## config.mk

```make
export PLATFORM = sky130hd
export DESIGN_NAME = trimmed_mean_sample_filter_flat
export DESIGN_NICKNAME = d
export VERILOG_FILES = /design/src/tmsf_pkg.sv /design/src/tmsf_if.sv /design/src/tmsf_cell.sv /design/src/tmsf_accum.sv /design/src/trimmed_mean_sample_filter.sv /design/src/flat_wrapper.sv
export SDC_FILE = /design/constraint.sdc
export NUM_CORES = 1
export LEC_CHECK = 0
export BUFFER_PORTS_ARGS = -buffer_cell sky130_fd_sc_hd__buf_2
export CAP_MARGIN = 10
export CORE_MARGIN = 2
export CORE_UTILIZATION = 38
export DETAILED_ROUTE_END_ITERATION = 6
export GPL_TIMING_DRIVEN = 0
export SKIP_CTS_REPAIR_TIMING = 1
export SLEW_MARGIN = 20
export SYNTH_ARGS = -nofsm -noshare
export SYNTH_HDL_FRONTEND = slang
export SYNTH_SLANG_ARGS = --single-unit
export TNS_END_PERCENT = 50
```

## constraint.sdc

```tcl
create_clock -name clk -period 20.6 [get_ports clk]
set_input_delay 1.03 -clock clk [delete_from_list [all_inputs] [get_ports clk]]
set_output_delay 1.03 -clock clk [all_outputs]
set_load 0.005 [all_outputs]
```

## src/tmsf_pkg.sv

```systemverilog
// Shared constants, types and cell control bundle of the trimmed mean sample filter.
package tmsf_pkg;

	localparam int SAMPLE_W     = 12;
	localparam int WINDOW_DEF   = 30;
	localparam int DROP_LOW_DEF = 10;
	localparam int KEEP_DEF     = 10;

	typedef logic [SAMPLE_W-1:0] sample_t;

	typedef struct packed {
		logic write;
		logic occupied;
		logic at_fill;
	} cell_ctl_t;

endpackage

```

## src/tmsf_if.sv

```systemverilog
// Valid/ready channel interfaces for sample words and average words.
interface tmsf_sample_if;
	logic             valid;
	logic             ready;
	tmsf_pkg::sample_t sample;

	modport source (output valid, output sample, input ready);
	modport sink (input valid, input sample, output ready);
endinterface

interface tmsf_average_if;
	logic             valid;
	logic             ready;
	tmsf_pkg::sample_t average;

	modport source (output valid, output average, input ready);
	modport sink (input valid, input average, output ready);
endinterface

```

## src/tmsf_cell.sv

```systemverilog
// One cell of the sorted insertion chain.
module tmsf_cell (
	input  logic                clk,
	input  tmsf_pkg::cell_ctl_t ctl,
	input  tmsf_pkg::sample_t   sample,
	input  tmsf_pkg::sample_t   prev_val,
	input  logic                prev_gt,
	output tmsf_pkg::sample_t   val,
	output tmsf_pkg::sample_t   next_val,
	output logic                gt
);
	import tmsf_pkg::*;

	sample_t val_q;

	assign val = val_q;
	assign gt  = ctl.occupied && (val_q > sample);

	always_comb begin
		if (prev_gt) begin
			next_val = prev_val;
		end else if (gt || ctl.at_fill) begin
			next_val = sample;
		end else begin
			next_val = val_q;
		end
	end

	always_ff @(posedge clk) begin
		if (ctl.write && (ctl.occupied || ctl.at_fill)) begin
			val_q <= next_val;
		end
	end

endmodule

```

## src/tmsf_accum.sv

```systemverilog
// Serial sum of the kept ranks, division by the kept count and output register.
module tmsf_accum #(
	parameter int KEEP = tmsf_pkg::KEEP_DEF
) (
	input  logic              clk,
	input  logic              arst_n,
	input  logic              load,
	input  tmsf_pkg::sample_t kept [KEEP],
	output logic              busy,
	tmsf_average_if.source    results
);
	import tmsf_pkg::*;

	localparam int SUM_W   = $clog2(((1 << SAMPLE_W) - 1) * KEEP + 1);
	localparam int SHIFT   = SUM_W + $clog2(KEEP);
	localparam int RECIP_W = SUM_W + 1;
	localparam longint RECIP_L = ((longint'(1) << SHIFT) + KEEP - 1) / KEEP;
	localparam logic [RECIP_W-1:0] RECIP = RECIP_W'(RECIP_L);
	localparam int PROD_W  = SUM_W + RECIP_W;
	localparam int CNT_W   = $clog2(KEEP + 1);

	typedef enum logic [1:0] {
		ST_IDLE,
		ST_SUM,
		ST_MUL,
		ST_OUT
	} state_t;

	state_t            state_q;
	logic              valid_q;
	logic [CNT_W-1:0]  cnt_q;
	logic [SUM_W-1:0]  acc_q;
	logic [PROD_W-1:0] prod_q;
	sample_t           snap_q [KEEP];

	assign busy            = (state_q != ST_IDLE);
	assign results.valid   = valid_q;
	assign results.average = prod_q[SHIFT +: SAMPLE_W];

	always_ff @(posedge clk or negedge arst_n) begin
		if (!arst_n) begin
			state_q <= ST_IDLE;
			valid_q <= 1'b0;
			cnt_q   <= '0;
		end else begin
			case (state_q)
				ST_IDLE: begin
					if (load) begin
						snap_q  <= kept;
						acc_q   <= '0;
						cnt_q   <= CNT_W'(KEEP);
						state_q <= ST_SUM;
					end
				end
				ST_SUM: begin
					acc_q <= acc_q + SUM_W'(snap_q[0]);
					for (int k = 0; k < KEEP - 1; k++) begin
						snap_q[k] <= snap_q[k+1];
					end
					snap_q[KEEP-1] <= '0;
					cnt_q <= cnt_q - CNT_W'(1);
					if (cnt_q == CNT_W'(1)) begin
						state_q <= ST_MUL;
					end
				end
				ST_MUL: begin
					prod_q  <= PROD_W'(acc_q) * PROD_W'(RECIP);
					valid_q <= 1'b1;
					state_q <= ST_OUT;
				end
				ST_OUT: begin
					if (results.ready) begin
						valid_q <= 1'b0;
						state_q <= ST_IDLE;
					end
				end
				default: begin
					valid_q <= 1'b0;
					state_q <= ST_IDLE;
				end
			endcase
		end
	end

endmodule

```

## src/trimmed_mean_sample_filter.sv

```systemverilog
// Top level of the trimmed mean sample filter.
// Sample words enter a chain of WINDOW cells that keeps the current window in
// ascending order, and one word is taken every clock cycle. On the last word
// of a window the kept ranks are copied out and summed one per cycle, then
// divided by KEEP into the average word, which is held until it is taken.
// The next window fills meanwhile; only its last word waits while the
// previous sum is still running or its average has not been taken yet.
module trimmed_mean_sample_filter #(
	parameter int WINDOW   = tmsf_pkg::WINDOW_DEF,
	parameter int DROP_LOW = tmsf_pkg::DROP_LOW_DEF,
	parameter int KEEP     = tmsf_pkg::KEEP_DEF
) (
	input  logic           clk,
	input  logic           arst_n,
	tmsf_sample_if.sink    samples,
	tmsf_average_if.source results
);
	import tmsf_pkg::*;

	localparam int CNT_W = $clog2(WINDOW);

	logic [CNT_W-1:0] count_q;
	logic             accept;
	logic             last;
	logic             acc_busy;

	sample_t   val      [WINDOW];
	sample_t   next_val [WINDOW];
	logic      gt       [WINDOW];
	cell_ctl_t ctl      [WINDOW];
	sample_t   kept     [KEEP];

	assign last          = (count_q == CNT_W'(WINDOW - 1));
	assign samples.ready = !(last && acc_busy);
	assign accept        = samples.valid && samples.ready;

	always_ff @(posedge clk or negedge arst_n) begin
		if (!arst_n) begin
			count_q <= '0;
		end else if (accept) begin
			count_q <= last ? '0 : count_q + CNT_W'(1);
		end
	end

	for (genvar i = 0; i < WINDOW; i++) begin : g_cell
		assign ctl[i].write    = accept;
		assign ctl[i].occupied = (32'(count_q) > i);
		assign ctl[i].at_fill  = (32'(count_q) == i);

		if (i == 0) begin : g_head
			tmsf_cell u_cell (
				.clk      (clk),
				.ctl      (ctl[i]),
				.sample   (samples.sample),
				.prev_val ('0),
				.prev_gt  (1'b0),
				.val      (val[i]),
				.next_val (next_val[i]),
				.gt       (gt[i])
			);
		end else begin : g_body
			tmsf_cell u_cell (
				.clk      (clk),
				.ctl      (ctl[i]),
				.sample   (samples.sample),
				.prev_val (val[i-1]),
				.prev_gt  (gt[i-1]),
				.val      (val[i]),
				.next_val (next_val[i]),
				.gt       (gt[i])
			);
		end
	end

	for (genvar k = 0; k < KEEP; k++) begin : g_kept
		if (DROP_LOW + k < WINDOW) begin : g_rank
			assign kept[k] = next_val[DROP_LOW + k];
		end else begin : g_zero
			assign kept[k] = '0;
		end
	end

	tmsf_accum #(
		.KEEP (KEEP)
	) u_accum (
		.clk     (clk),
		.arst_n  (arst_n),
		.load    (accept && last),
		.kept    (kept),
		.busy    (acc_busy),
		.results (results)
	);

	a_load_starts_sum: assert property (@(posedge clk) disable iff (!arst_n)
		(accept && last) |=> acc_busy)
		else $error("Completed window did not start the sum.");

	a_stall_only_on_last: assert property (@(posedge clk) disable iff (!arst_n)
		!samples.ready |-> (last && acc_busy))
		else $error("Input stalled outside the last word of a window.");

	for (genvar i = 1; i < WINDOW; i++) begin : g_order_chk
		a_sorted: assert property (@(posedge clk) disable iff (!arst_n)
			(32'(count_q) > i) |-> (val[i-1] <= val[i]))
			else $error("Window store lost ascending order.");
	end

endmodule

```

## src/flat_wrapper.sv

```systemverilog
// flat-port wrapper written by rule: the top's interface ports become plain ports
module trimmed_mean_sample_filter_flat import tmsf_pkg::*;
#(
	parameter int WINDOW   = tmsf_pkg::WINDOW_DEF,
	parameter int DROP_LOW = tmsf_pkg::DROP_LOW_DEF,
	parameter int KEEP     = tmsf_pkg::KEEP_DEF
)
  (clk, arst_n, samples_valid, samples_sample, samples_ready, results_valid, results_average, results_ready);
  tmsf_sample_if samples_i ();
  tmsf_average_if results_i ();
  input  logic clk;
  input  logic arst_n;
  input wire logic [$bits(samples_i.valid)-1:0] samples_valid;
  input wire logic [$bits(samples_i.sample)-1:0] samples_sample;
  output wire logic [$bits(samples_i.ready)-1:0] samples_ready;
  output wire logic [$bits(results_i.valid)-1:0] results_valid;
  output wire logic [$bits(results_i.average)-1:0] results_average;
  input wire logic [$bits(results_i.ready)-1:0] results_ready;
  assign samples_i.valid = samples_valid;
  assign samples_i.sample = samples_sample;
  assign samples_ready = samples_i.ready;
  assign results_valid = results_i.valid;
  assign results_average = results_i.average;
  assign results_i.ready = results_ready;
  trimmed_mean_sample_filter #(.WINDOW(WINDOW), .DROP_LOW(DROP_LOW), .KEEP(KEEP)) u_core (.clk(clk), .arst_n(arst_n), .samples(samples_i), .results(results_i));
endmodule
```

==> results of run 1 <==
[cell families after synthesis]
family,count (synthesis),synth area share [%]
AOI/OAI and AO/OA,661,14.8
buffers and inverters,414,5.41
muxes,160,5.85
and+or+nand+nor,655,10.6
adders and majority gates,469,21.9
xor gates and xnor gates,29,0.862
DFF,400,40.5
[sequential cells by signal, summed over array words and instances (netlist names)]
name / flops
u_core.g_cell.g_body.u_cell.val: 228
u_core.u_accum.acc_q: 16
u_core.g_cell.g_head.u_cell.val: 12
u_core.u_accum.snap_q: 120
u_core.u_accum.prod_q: 12
u_core.count_q: 5
u_core.u_accum.results.valid: 1
u_core.u_accum.state_q: 2
u_core.u_accum.cnt_q: 4
[cell type report]
class	instances	area (um^2)	share of cell area (%)
inverter	281	1050	3.21
clock buffer	55	1220	3.70
timing repair buffer	45	478	1.45
sequential	400	12000	36.3
tap	1040	1300	3.96
clock inverter	32	335	1.02
multi-input combinational	1974	16000	48.7
buffer	133	543	1.65
[synthesized netlist by cell type (all sizes together) (5+ instances only)]
library cell	n
ha	389
edfxtp	388
inv	281
nor2	219
a21oi	195
nand2	130
clkbuf	107
o21ai	104
mux2	98
nor3	88
fa	80
mux2i	62
a21o	58
a31oi	58
nand4	55
a221oi	52
nor2b	32
o31ai	31
and3	26
buf	26
nand3	25
a211oi	22
and2	21
o21a	21
o22ai	19
xnor2	19
or2	18
o211ai	16
a2111oi	15
nand2b	13
or3	13
a311oi	12
a31o	12
dfrtp	12
xor2	10
a211o	7
a21boi	5
and4	5
o21bai	5
o31a	5
o41a	5
o41ai	5
[routing by layer]
layer | track usage [%] | up-vias | wire [um]
met1 | 29.5 | 11100 | 39000
met2 | 36.7 | 777 | 40700
met4 | 7.83 | 6 | 3130
met3 | 3.16 | 177 | 5200
met5 | 0 | - | 36
li1 | - | 10500 | -
[stage by stage]
| step | util (%) | hold slack [ns] | area, um^2 | instances | worst slack, ns |
|---|---|---|---|---|---|
| 3_5_place_dp | 40.6 | 0.518 | 31300 | 3871 | 14.29 |
| 3_3_place_gp | 40.1 | 0.521 | 30900 | 3856 | 8.07 |
| 5_1_grt | 42.7 | 0.343 | 32900 | 3960 | 14.12 |
| 4_1_cts | 42.6 | 0.326 | 32800 | 3958 | 14.33 |
| 6_report | 42.7 | 0.334 | 32900 | 3960 | 14.39 |
| 2_1_floorplan | - | 0.498 | 29500 | 2788 | 12.33 |
[final timing paths]
check / from / slack (ns) / end / depth (start not counted)
worst max-delay path: u_core.u_accum.acc_q[5] / 14.39 / u_core.u_accum.prod_q[29] / 19
worst min-delay path: arst_n / 0.33 / u_core.u_accum.cnt_q[2] / 1
worst max register to register: u_core.u_accum.acc_q[5] / 14.39 / u_core.u_accum.prod_q[29] / 19
worst min register to register: u_core.u_accum.snap_q[32] / 0.53 / u_core.u_accum.snap_q[44] / 2
max in group asynchronous: arst_n / 19.95 / u_core.count_q[1] / 1
min in group clk: u_core.u_accum.snap_q[32] / 0.53 / u_core.u_accum.snap_q[44] / 2
==> metrics.yaml, run 1 <==
status: "finished, final reports clean"
cts.clk_slew.worst_paths_ns: 0.07
async_flop_share_pct: 3.00
synth_cells: 2788
synth_edf_count: 388
antenna_found_initial: 3
grt_util_all_layers_pct: 22.1
cp-start-kind: "flop"
first_pass_iters: 6
slew_viol_final: 0
synth_cell_types: 73
drt-vias-per-instance: 5.70
grt_pass1_wl_mm: 134
final_antenna_net_count: 0
final_cell_mix: "ha_1, edfxtp_1, inv_1"
initial_core_util_pct: 38.2
cts_tree: "done"
hpwl_mm: 64.5
critical-path-max-stage-delay_ns: 0.55
seq_area_frac_synth_pct: 40.5
rows: 102
drt_iter0_drc: 1735
crit_path_cell_trace: "ha_1 > xor2_1 > ha_1 > fa_1 > inv_1 > fa_1 > inv_1 > fa_1 > inv_1 > fa_1 > inv_1 > ha_1 > a21oi_1 > o21ai_0 > a31oi_1 > a211oi_1 > or2_2 > and4b_1 > or3b_2"
syn_area_um2: 29500
grt_max_degree: 27
num_vias: 22600
drv_cap: 0
io_pins: 30
arrival_ns: 6.58
max_freq_mhz: 161
cts_made_buffers: 47
synth_top_cell_area_share_pct: 39.5
cp_max_fo: 7
endpoint_kind: "flop"
rsz0062_at_grt: "false"
hold_viol_final: 0
grt_pass1_vias: 22300
dieWidth_um: 283
synth-seq-cells: 400
core_um2: 77100
cts_buffer_depth: 3
yosys_warnings: 0
relSlewSlack_pct: 18.4
die_h_um: 283
dieArea_um2: 79800
wl_per_cell_um: 22.3
antenna_cells: 0
portBuffers: 28
drt_wl_total_mm: 88.1
setup_tns_ns: 0
ys.flop_type: "edfxtp_1"
root_buffer: "clkbuf_16"
area_delta_synth_final_pct: 11.6
final-setup-viol-count: 0
syn-num-nets: 3273
drt_drc_violations_left: 0
cts-htree-levels: 2
cp.required_ns: 20.97
worst_path_max_delay_cell: "edfxtp_1"
gp_congestion: 0.894
nets: 3367
yosys.area.top_type: "edfxtp_1"
period_minus_slack_ns: 6.21
syn_area_per_cell_um2: 10.6
fin_skew_ns: 0.0589
fillers: 7481
clock_latency_ns: 0.63
grt_overflow: 0
min_path_type: "input port to asynchronous set/reset pin"
critPathTopFamily: "adder cells"
cp_num_buf_inv: 4
synthTopCellsByArea: "edfxtp_1, ha_1, fa_1"
period_share_pct: 30.1
cts_sinks: 400
drive_gt1_share_pct: 10.6
crit_type: "flop to flop"
mostFrequentLayoutCell: "ha_1"
worst_pin_slew_ns: 1.22
Power of run 1 is not shown: default switching activity piles up to over one toggle a cycle in this logic, so the estimate is an artifact.
==> run 2, diff against run 1 <==
Clock period 20.6 ns to 6 ns, I/O delays scaled along.
==> run 2 against run 1 <==
Effect of this change: critical endpoint unchanged; die area stayed put; clock skew is 0.012 ns lower; critical path depth did not move; register-to-register slack worse by 14 ns; highest routed layer unchanged; worst hold slack worse by 0.16 ns; setup slack lost 14 ns; non-clock buffer count up 43; maximum frequency is 6.3% higher; sequential share of layout area decreased by 0.35 points.
==> metrics.yaml, run 2 (synthesized netlist as in run 1, its figures left out) <==
largestRegisters: "u_core.g_cell.g_body.u_cell.val: 228 flops, u_core.u_accum.snap_q: 120 flops, u_core.u_accum.acc_q: 16 flops"
final_antenna_net_count: 0  # unchanged
cp_max_fo: 5  # -2
critPathTopFamily: "adder cells"
crit_type: "flop to flop"
status: "finished, final reports clean"
cts_made_buffers: 47  # unchanged
initial_core_util_pct: 38.2  # unchanged
gp_congestion: 0.892  # -0.28%
period_share_pct: 97.4  # +67 points
die_h_um: 283  # unchanged
dieWidth_um: 283  # unchanged
endpoint_kind: "flop"
mostFrequentLayoutCell: "edfxtp_1"
rsz0062_at_grt: "false"
nets: 3410  # +1.3%
antenna_cells: 0  # unchanged
final_area_um2: 33200  # +0.98%
largest_reg_flops: 228  # unchanged
worst_pin_slew_ns: 1.25  # +0.0301 ns
grt_pass1_vias: 22400  # +0.81%
area_delta_synth_final_pct: 12.6
antenna_found_initial: 2  # -1
hold_slack_ns: 0.171  # -0.162 ns
cts_buffer_depth: 3  # unchanged
r2r-start: "u_core.u_accum.acc_q[2]"
critical_path_depth: 19  # unchanged
period_minus_slack_ns: 5.84  # -0.369 ns
rows: 102  # unchanged
wl_per_cell_um: 22.0  # -0.95%
core_um2: 77100  # unchanged
root_buffer: "clkbuf_16"
drt_drc_violations_left: 0  # unchanged
hpwl_mm: 64.7  # +0.26%
post-place-ws_ns: -0.366  # -14.66 ns
drive_gt1_share_pct: 11.6  # +0.94 points
setup_slack_ns: 0.159  # -14.23 ns
min_path_type: "input port to asynchronous set/reset pin"
first_pass_iters: 5  # -1
drt_iter0_drc: 1888  # +8.8%
cts_tree: "done"
r2r_cells: 19  # unchanged
drt-vias-per-instance: 5.70  # +0.10%
grt_max_degree: 26  # -3.7%
num_vias: 22800  # +1.1%
relSlewSlack_pct: 16.4  # -2.0 points
final-setup-viol-count: 0  # unchanged
top_register: "u_core.g_cell.g_body.u_cell.val"
startpoint: "u_core.u_accum.acc_q[2]"
max_freq_mhz: 171  # +6.3%
fin_skew_ns: 0.0466  # -0.0123 ns
cp-start-kind: "flop"
placed_area_um2: 31300  # about the same
drt_wl_total_mm: 88.2  # about the same
dieArea_um2: 79800  # unchanged
grt_util_all_layers_pct: 22.1  # about the same
cpMostUsedCell: "fa_1"
clock_latency_ns: 0.63  # about the same
cts_sinks: 400  # unchanged
rrSetupSlack_ns: 0.16  # -14.23 ns
grt_overflow: 0  # unchanged
rr_endpoint: "u_core.u_accum.prod_q[29]"
crit_end: "u_core.u_accum.prod_q[29]"
cp.required_ns: 6.33  # -14.64 ns
crit_path_cell_trace: "buf_4 > ha_4 > inv_1 > fa_1 > inv_1 > fa_1 > fa_1 > fa_1 > inv_1 > fa_1 > inv_1 > ha_1 > a21oi_1 > o21ai_1 > a31oi_2 > a211oi_2 > or2_4 > and4b_1 > or3b_2"
critical-path-max-stage-delay_ns: 0.56  # about the same
cp_num_buf_inv: 5  # +1
worst_path_max_delay_cell: "fa_1"
final_cell_mix: "edfxtp_1, ha_1, inv_1"
portBuffers: 28  # unchanged
cts.clk_slew.worst_paths_ns: 0.06  # about the same
hold_viol_final: 0  # unchanged
grt_pass1_wl_mm: 134  # +0.29%
slew_viol_final: 0  # unchanged
drv_cap: 0  # unchanged
arrival_ns: 6.18  # -0.40 ns
cts-htree-levels: 2  # unchanged
io_pins: 30  # unchanged
[run 2: cell types whose count changed in the layout (fill, tap and decap cells not counted), sizes merged]
| cell | previous run | this run |
|---|---|---|
| buf | 71 | 101 |
| dlygate4sd3 | 0 | 13 |
| clkbuf | 162 | 170 |
| clkinv | 25 | 17 |
| bufinv | 5 | 2 |
| inv | 282 | 281 |
[run 2: per-layer routing]
layer	global-route usage, %	wire (um)
met1	29.3	38000
met2	36.2	40700
met3	3.49	5760
met4	8.71	3630
met5	0	9
[run 2: worst reg2reg max path, cell delays in order (launching register included)]
cell and delay (ns):
edfxtp_1 0.48, buf_4 0.19, ha_4 0.28, inv_1 0.06, fa_1 0.49, inv_1 0.05
fa_1 0.56, fa_1 0.44, fa_1 0.54, inv_1 0.05, fa_1 0.53, inv_1 0.04
ha_1 0.31, a21oi_1 0.14, o21ai_1 0.11, a31oi_2 0.25, a211oi_2 0.15, or2_4 0.28
and4b_1 0.18, or3b_2 0.46
[run 2: how the worst min path moves through the flow]
stage | from | to | slack, ns | cells past startpoint
global placement | arst_n | u_core.u_accum.results.valid | 0.26 | 1
finish | arst_n | u_core.count_q[2] | 0.17 | 2
CTS | arst_n | u_core.count_q[3] | -0.41 | 1
global route | arst_n | u_core.count_q[2] | 0.20 | 2
floorplan | arst_n | u_core.count_q[0] | 0.004 | 0
detailed placement | arst_n | u_core.u_accum.results.valid | 0.26 | 1
[run 2: per-stage QoR]
stage	utilization (%)	std cells	setup TNS [ns]
detailed placement	40.6	3871	-0.393
floorplan	-	2788	0
finish	43.1	3999	0
CTS	42.5	3954	-0.394
global placement	40.1	3856	-329.45
global route	43.1	3999	0
[run 2: area by class of cell]
| cell class | instances | area, um^2 |
|---|---|---|
| Sequential cell | 400 | 12000 |
| Inverter | 281 | 1050 |
| Clock inverter | 20 | 204 |
| Clock buffer | 63 | 1250 |
| Tap cell | 1040 | 1300 |
| Multi-Input combinational cell | 1974 | 16100 |
| Buffer | 133 | 544 |
| Timing Repair Buffer | 88 | 818 |
| Fill cell | 7408 | 43900 |
Power of run 2 is left out for the same reason.
==> run 3, diff against run 2 <==
Settings changed: ABC_AREA set to 1, ABC_CLOCK_PERIOD_IN_PS set to 6000.
==> run 3 against run 2 <==
Effect of this change: clock skew fell by 0.013 ns; synthesized area rose by 3.8%; first-iteration DRC count fell by 16%; setup slack improved by 0.26 ns; global-route usage fell by 1.5 points; critical path depth did not move; clock-buffer cell count fell by 7; non-clock buffer count fell by 58; final area rose by 2.6%; the flow now finishes with violations (negative hold slack); worst hold slack got worse by 0.18 ns; critical endpoint unchanged; utilization fell by 0.59 points; flip-flop and latch count did not move; critical path type unchanged.
==> metrics.yaml, run 3 <==
status: "finished, violations left"
violations: "negative hold slack"
utilization_pct: 42.5  # -0.59 points
cts_made_buffers: 49  # +4.3%
cp_num_buf_inv: 5  # unchanged
cpMostUsedCell: "inv_1"
grt_pass1_wl_mm: 133  # -0.96%
final_cell_mix: "nand2_1, inv_1, nand3_1"
worst_pin_slew_ns: 1.18  # -0.0760 ns
cp-start-kind: "flop"
whs_path_depth: 4
syn-num-nets: 4071  # +24%
fin_skew_ns: 0.0338  # -0.0128 ns
max_freq_mhz: 179  # +4.7%
first_pass_iters: 5  # unchanged
dieWidth_um: 288  # +1.9%
synth_cell_types: 46  # -37%
drt_iter0_drc: 1578  # -16%
cts-htree-levels: 2  # unchanged
slew_viol_final: 0  # unchanged
fillers: 8027  # +8.4%
syn_area_per_cell_um2: 8.54  # -19%
crit_path_cell_trace: "ha_1 > xor2_1 > ha_1 > fa_1 > inv_1 > fa_1 > inv_1 > fa_1 > inv_1 > fa_1 > inv_1 > ha_1 > nand2_1 > nor2_1 > inv_1 > nor4_1 > nand2_1 > nand3_1 > nand2_1"
min_path_type: "input port to flop"
area_delta_synth_final_pct: 11.3
critPathTopFamily: "adder cells"
crit_type: "flop to flop"
relSlewSlack_pct: 21.4  # +5.1 points
top_register: "u_core.g_cell.g_body.u_cell.val"
grt_pass1_vias: 24000  # +7.1%
largestRegisters: "u_core.g_cell.g_body.u_cell.val: 228 flops, u_core.u_accum.snap_q: 120 flops, u_core.u_accum.acc_q: 16 flops"
final_antenna_net_count: 0  # unchanged
r2r_cells: 19  # unchanged
rrSetupSlack_ns: 0.42  # +0.26 ns
cp.required_ns: 6.35  # +0.02 ns
dieArea_um2: 82800  # +3.8%
io_pins: 30  # unchanged
critical_path_depth: 19  # unchanged
async_flop_share_pct: 3.00  # unchanged
hold_slack_ns: -0.00782  # -0.179 ns
period_minus_slack_ns: 5.58  # -0.264 ns
synth_cells: 3586  # +29%
synthTopCellsByArea: "edfxtp_1, ha_1, nand2_1"
drt_drc_violations_left: 0  # unchanged
critical-path-max-stage-delay_ns: 0.57  # about the same
portBuffers: 29  # +3.6%
cts_tree: "done"
drt-vias-per-instance: 5.14  # -9.9%
arrival_ns: 5.93  # -0.25 ns
regArea_um2: 12000  # unchanged
yosys.area.top_type: "edfxtp_1"
syn_area_um2: 30600  # +3.8%
num_vias: 24600  # +7.8%
root_buffer: "clkbuf_16"
initial_core_util_pct: 38.2  # -0.053 points
rsz0062_at_grt: "false"
drt_wl_total_mm: 84.9  # -3.7%
drive_gt1_share_pct: 7.51  # -4.0 points
nets: 4172  # +22%
period_share_pct: 92.9  # -4.4 points
cts_buffer_depth: 3  # unchanged
drv_cap: 0  # unchanged
gp_congestion: 0.913  # +2.4%
multiInputGateArea_um2: 16500  # +2.7%
wl_per_cell_um: 17.7  # -20%
die_h_um: 288  # +1.9%
synth_top_cell_area_share_pct: 38.1  # -1.5 points
core_um2: 80200  # +4.0%
largest_reg_flops: 228  # unchanged
endpoint_kind: "flop"
antenna_found_initial: 1  # -1
setup_tns_ns: 0  # unchanged
yosys_warnings: 0  # unchanged
synth-seq-cells: 400  # unchanged
final-setup-viol-count: 0  # unchanged
synth_edf_count: 388  # unchanged
yosys-top-cells-count: "nand2_1, inv_1, nand3_1"
synth.most_common_cell: "nand2_1"
hpwl_mm: 63.3  # -2.1%
worst_path_max_delay_cell: "edfxtp_1"
grt_overflow: 0  # unchanged
clock_latency_ns: 0.62  # about the same
mostFrequentLayoutCell: "nand2_1"
cts_sinks: 400  # unchanged
seq_area_frac_synth_pct: 39.0  # -1.5 points
grt_util_all_layers_pct: 20.6  # -1.5 points
grt_max_degree: 54  # +110%
ys.flop_type: "edfxtp_1"
rows: 104  # +2.0%
cts.clk_slew.worst_paths_ns: 0.06  # about the same
hold_viol_final: 1  # +1
cp_max_fo: 7  # +2
-- run 3: cell types whose count changed in the layout (fill, tap and decap cells not counted), sizes merged, moves of 46 or more --
cell,change
clkbuf,-46
inv,+158
mux2,-98
a31oi,-52
or2,+81
a221oi,-52
nand3,+407
nand2,+725
and2,+89
mux2i,-62
nor3,-67
-- run 3: cell type report --
class                      instances  area share (%)
clock buffer                      56            3.68
antenna                            1         0.00735
clock inverter                    34           0.963
inverter                         448            4.98
sequential                       400            35.1
tap                             1060            3.89
timing repair buffer              50            1.40
multi-input combinational       2625            48.5
buffer                           113            1.46
-- run 3: worst min-delay path: stages --
cell	delay, ns
buf_2	0.07
inv_1	0.04
nand2_1	0.05
o21ai_0	0.07
-- run 3: final timing paths --
kind                                           start                           end
max                          u_core.u_accum.acc_q[4]     u_core.u_accum.prod_q[29]
min                                    results_ready  u_core.u_accum.results.valid
max reg2reg                  u_core.u_accum.acc_q[4]     u_core.u_accum.prod_q[29]
min reg2reg                u_core.u_accum.snap_q[47]     u_core.u_accum.snap_q[59]
max in group asynchronous                     arst_n  u_core.u_accum.results.valid
min in group asynchronous                     arst_n             u_core.count_q[4]
-- run 3: layer usage --
metal	vias to the layer above	wire length, um	global-route usage (%)
li1	12200	-	-
met1	11600	37400	27.0
met2	629	40300	34.8
met3	152	4690	3.24
met4	0	2540	6.50
met5	-	0	0
-- run 3: kinds of logic after synthesis --
logic type | share of synthesized area [%]
AND/OR/NAND/NOR | 25.8
flip-flops | 39.0
adder cells (fa/ha/maj) | 21.1
buffers and inverters | 7.10
AO/OA/AOI/OAI | 6.43
XOR/XNOR | 0.458
-- run 3: metrics by stage --
| step | hold WS (ns) | worst slack, ns | std cells | area [um^2] |
|---|---|---|---|---|
| 6_report | -0.00782 | 0.423 | 4787 | 34100 |
| 3_3_place_gp | 0.286 | -1.60 | 4675 | 32100 |
| 2_1_floorplan | 0.00441 | 0.920 | 3586 | 30600 |
| 5_1_grt | 0.00625 | 0.142 | 4787 | 34100 |
| 4_1_cts | -0.378 | 0.433 | 4774 | 33900 |
| 3_5_place_dp | 0.289 | 0.473 | 4684 | 32300 |
Power of run 3 is left out for the same reason.
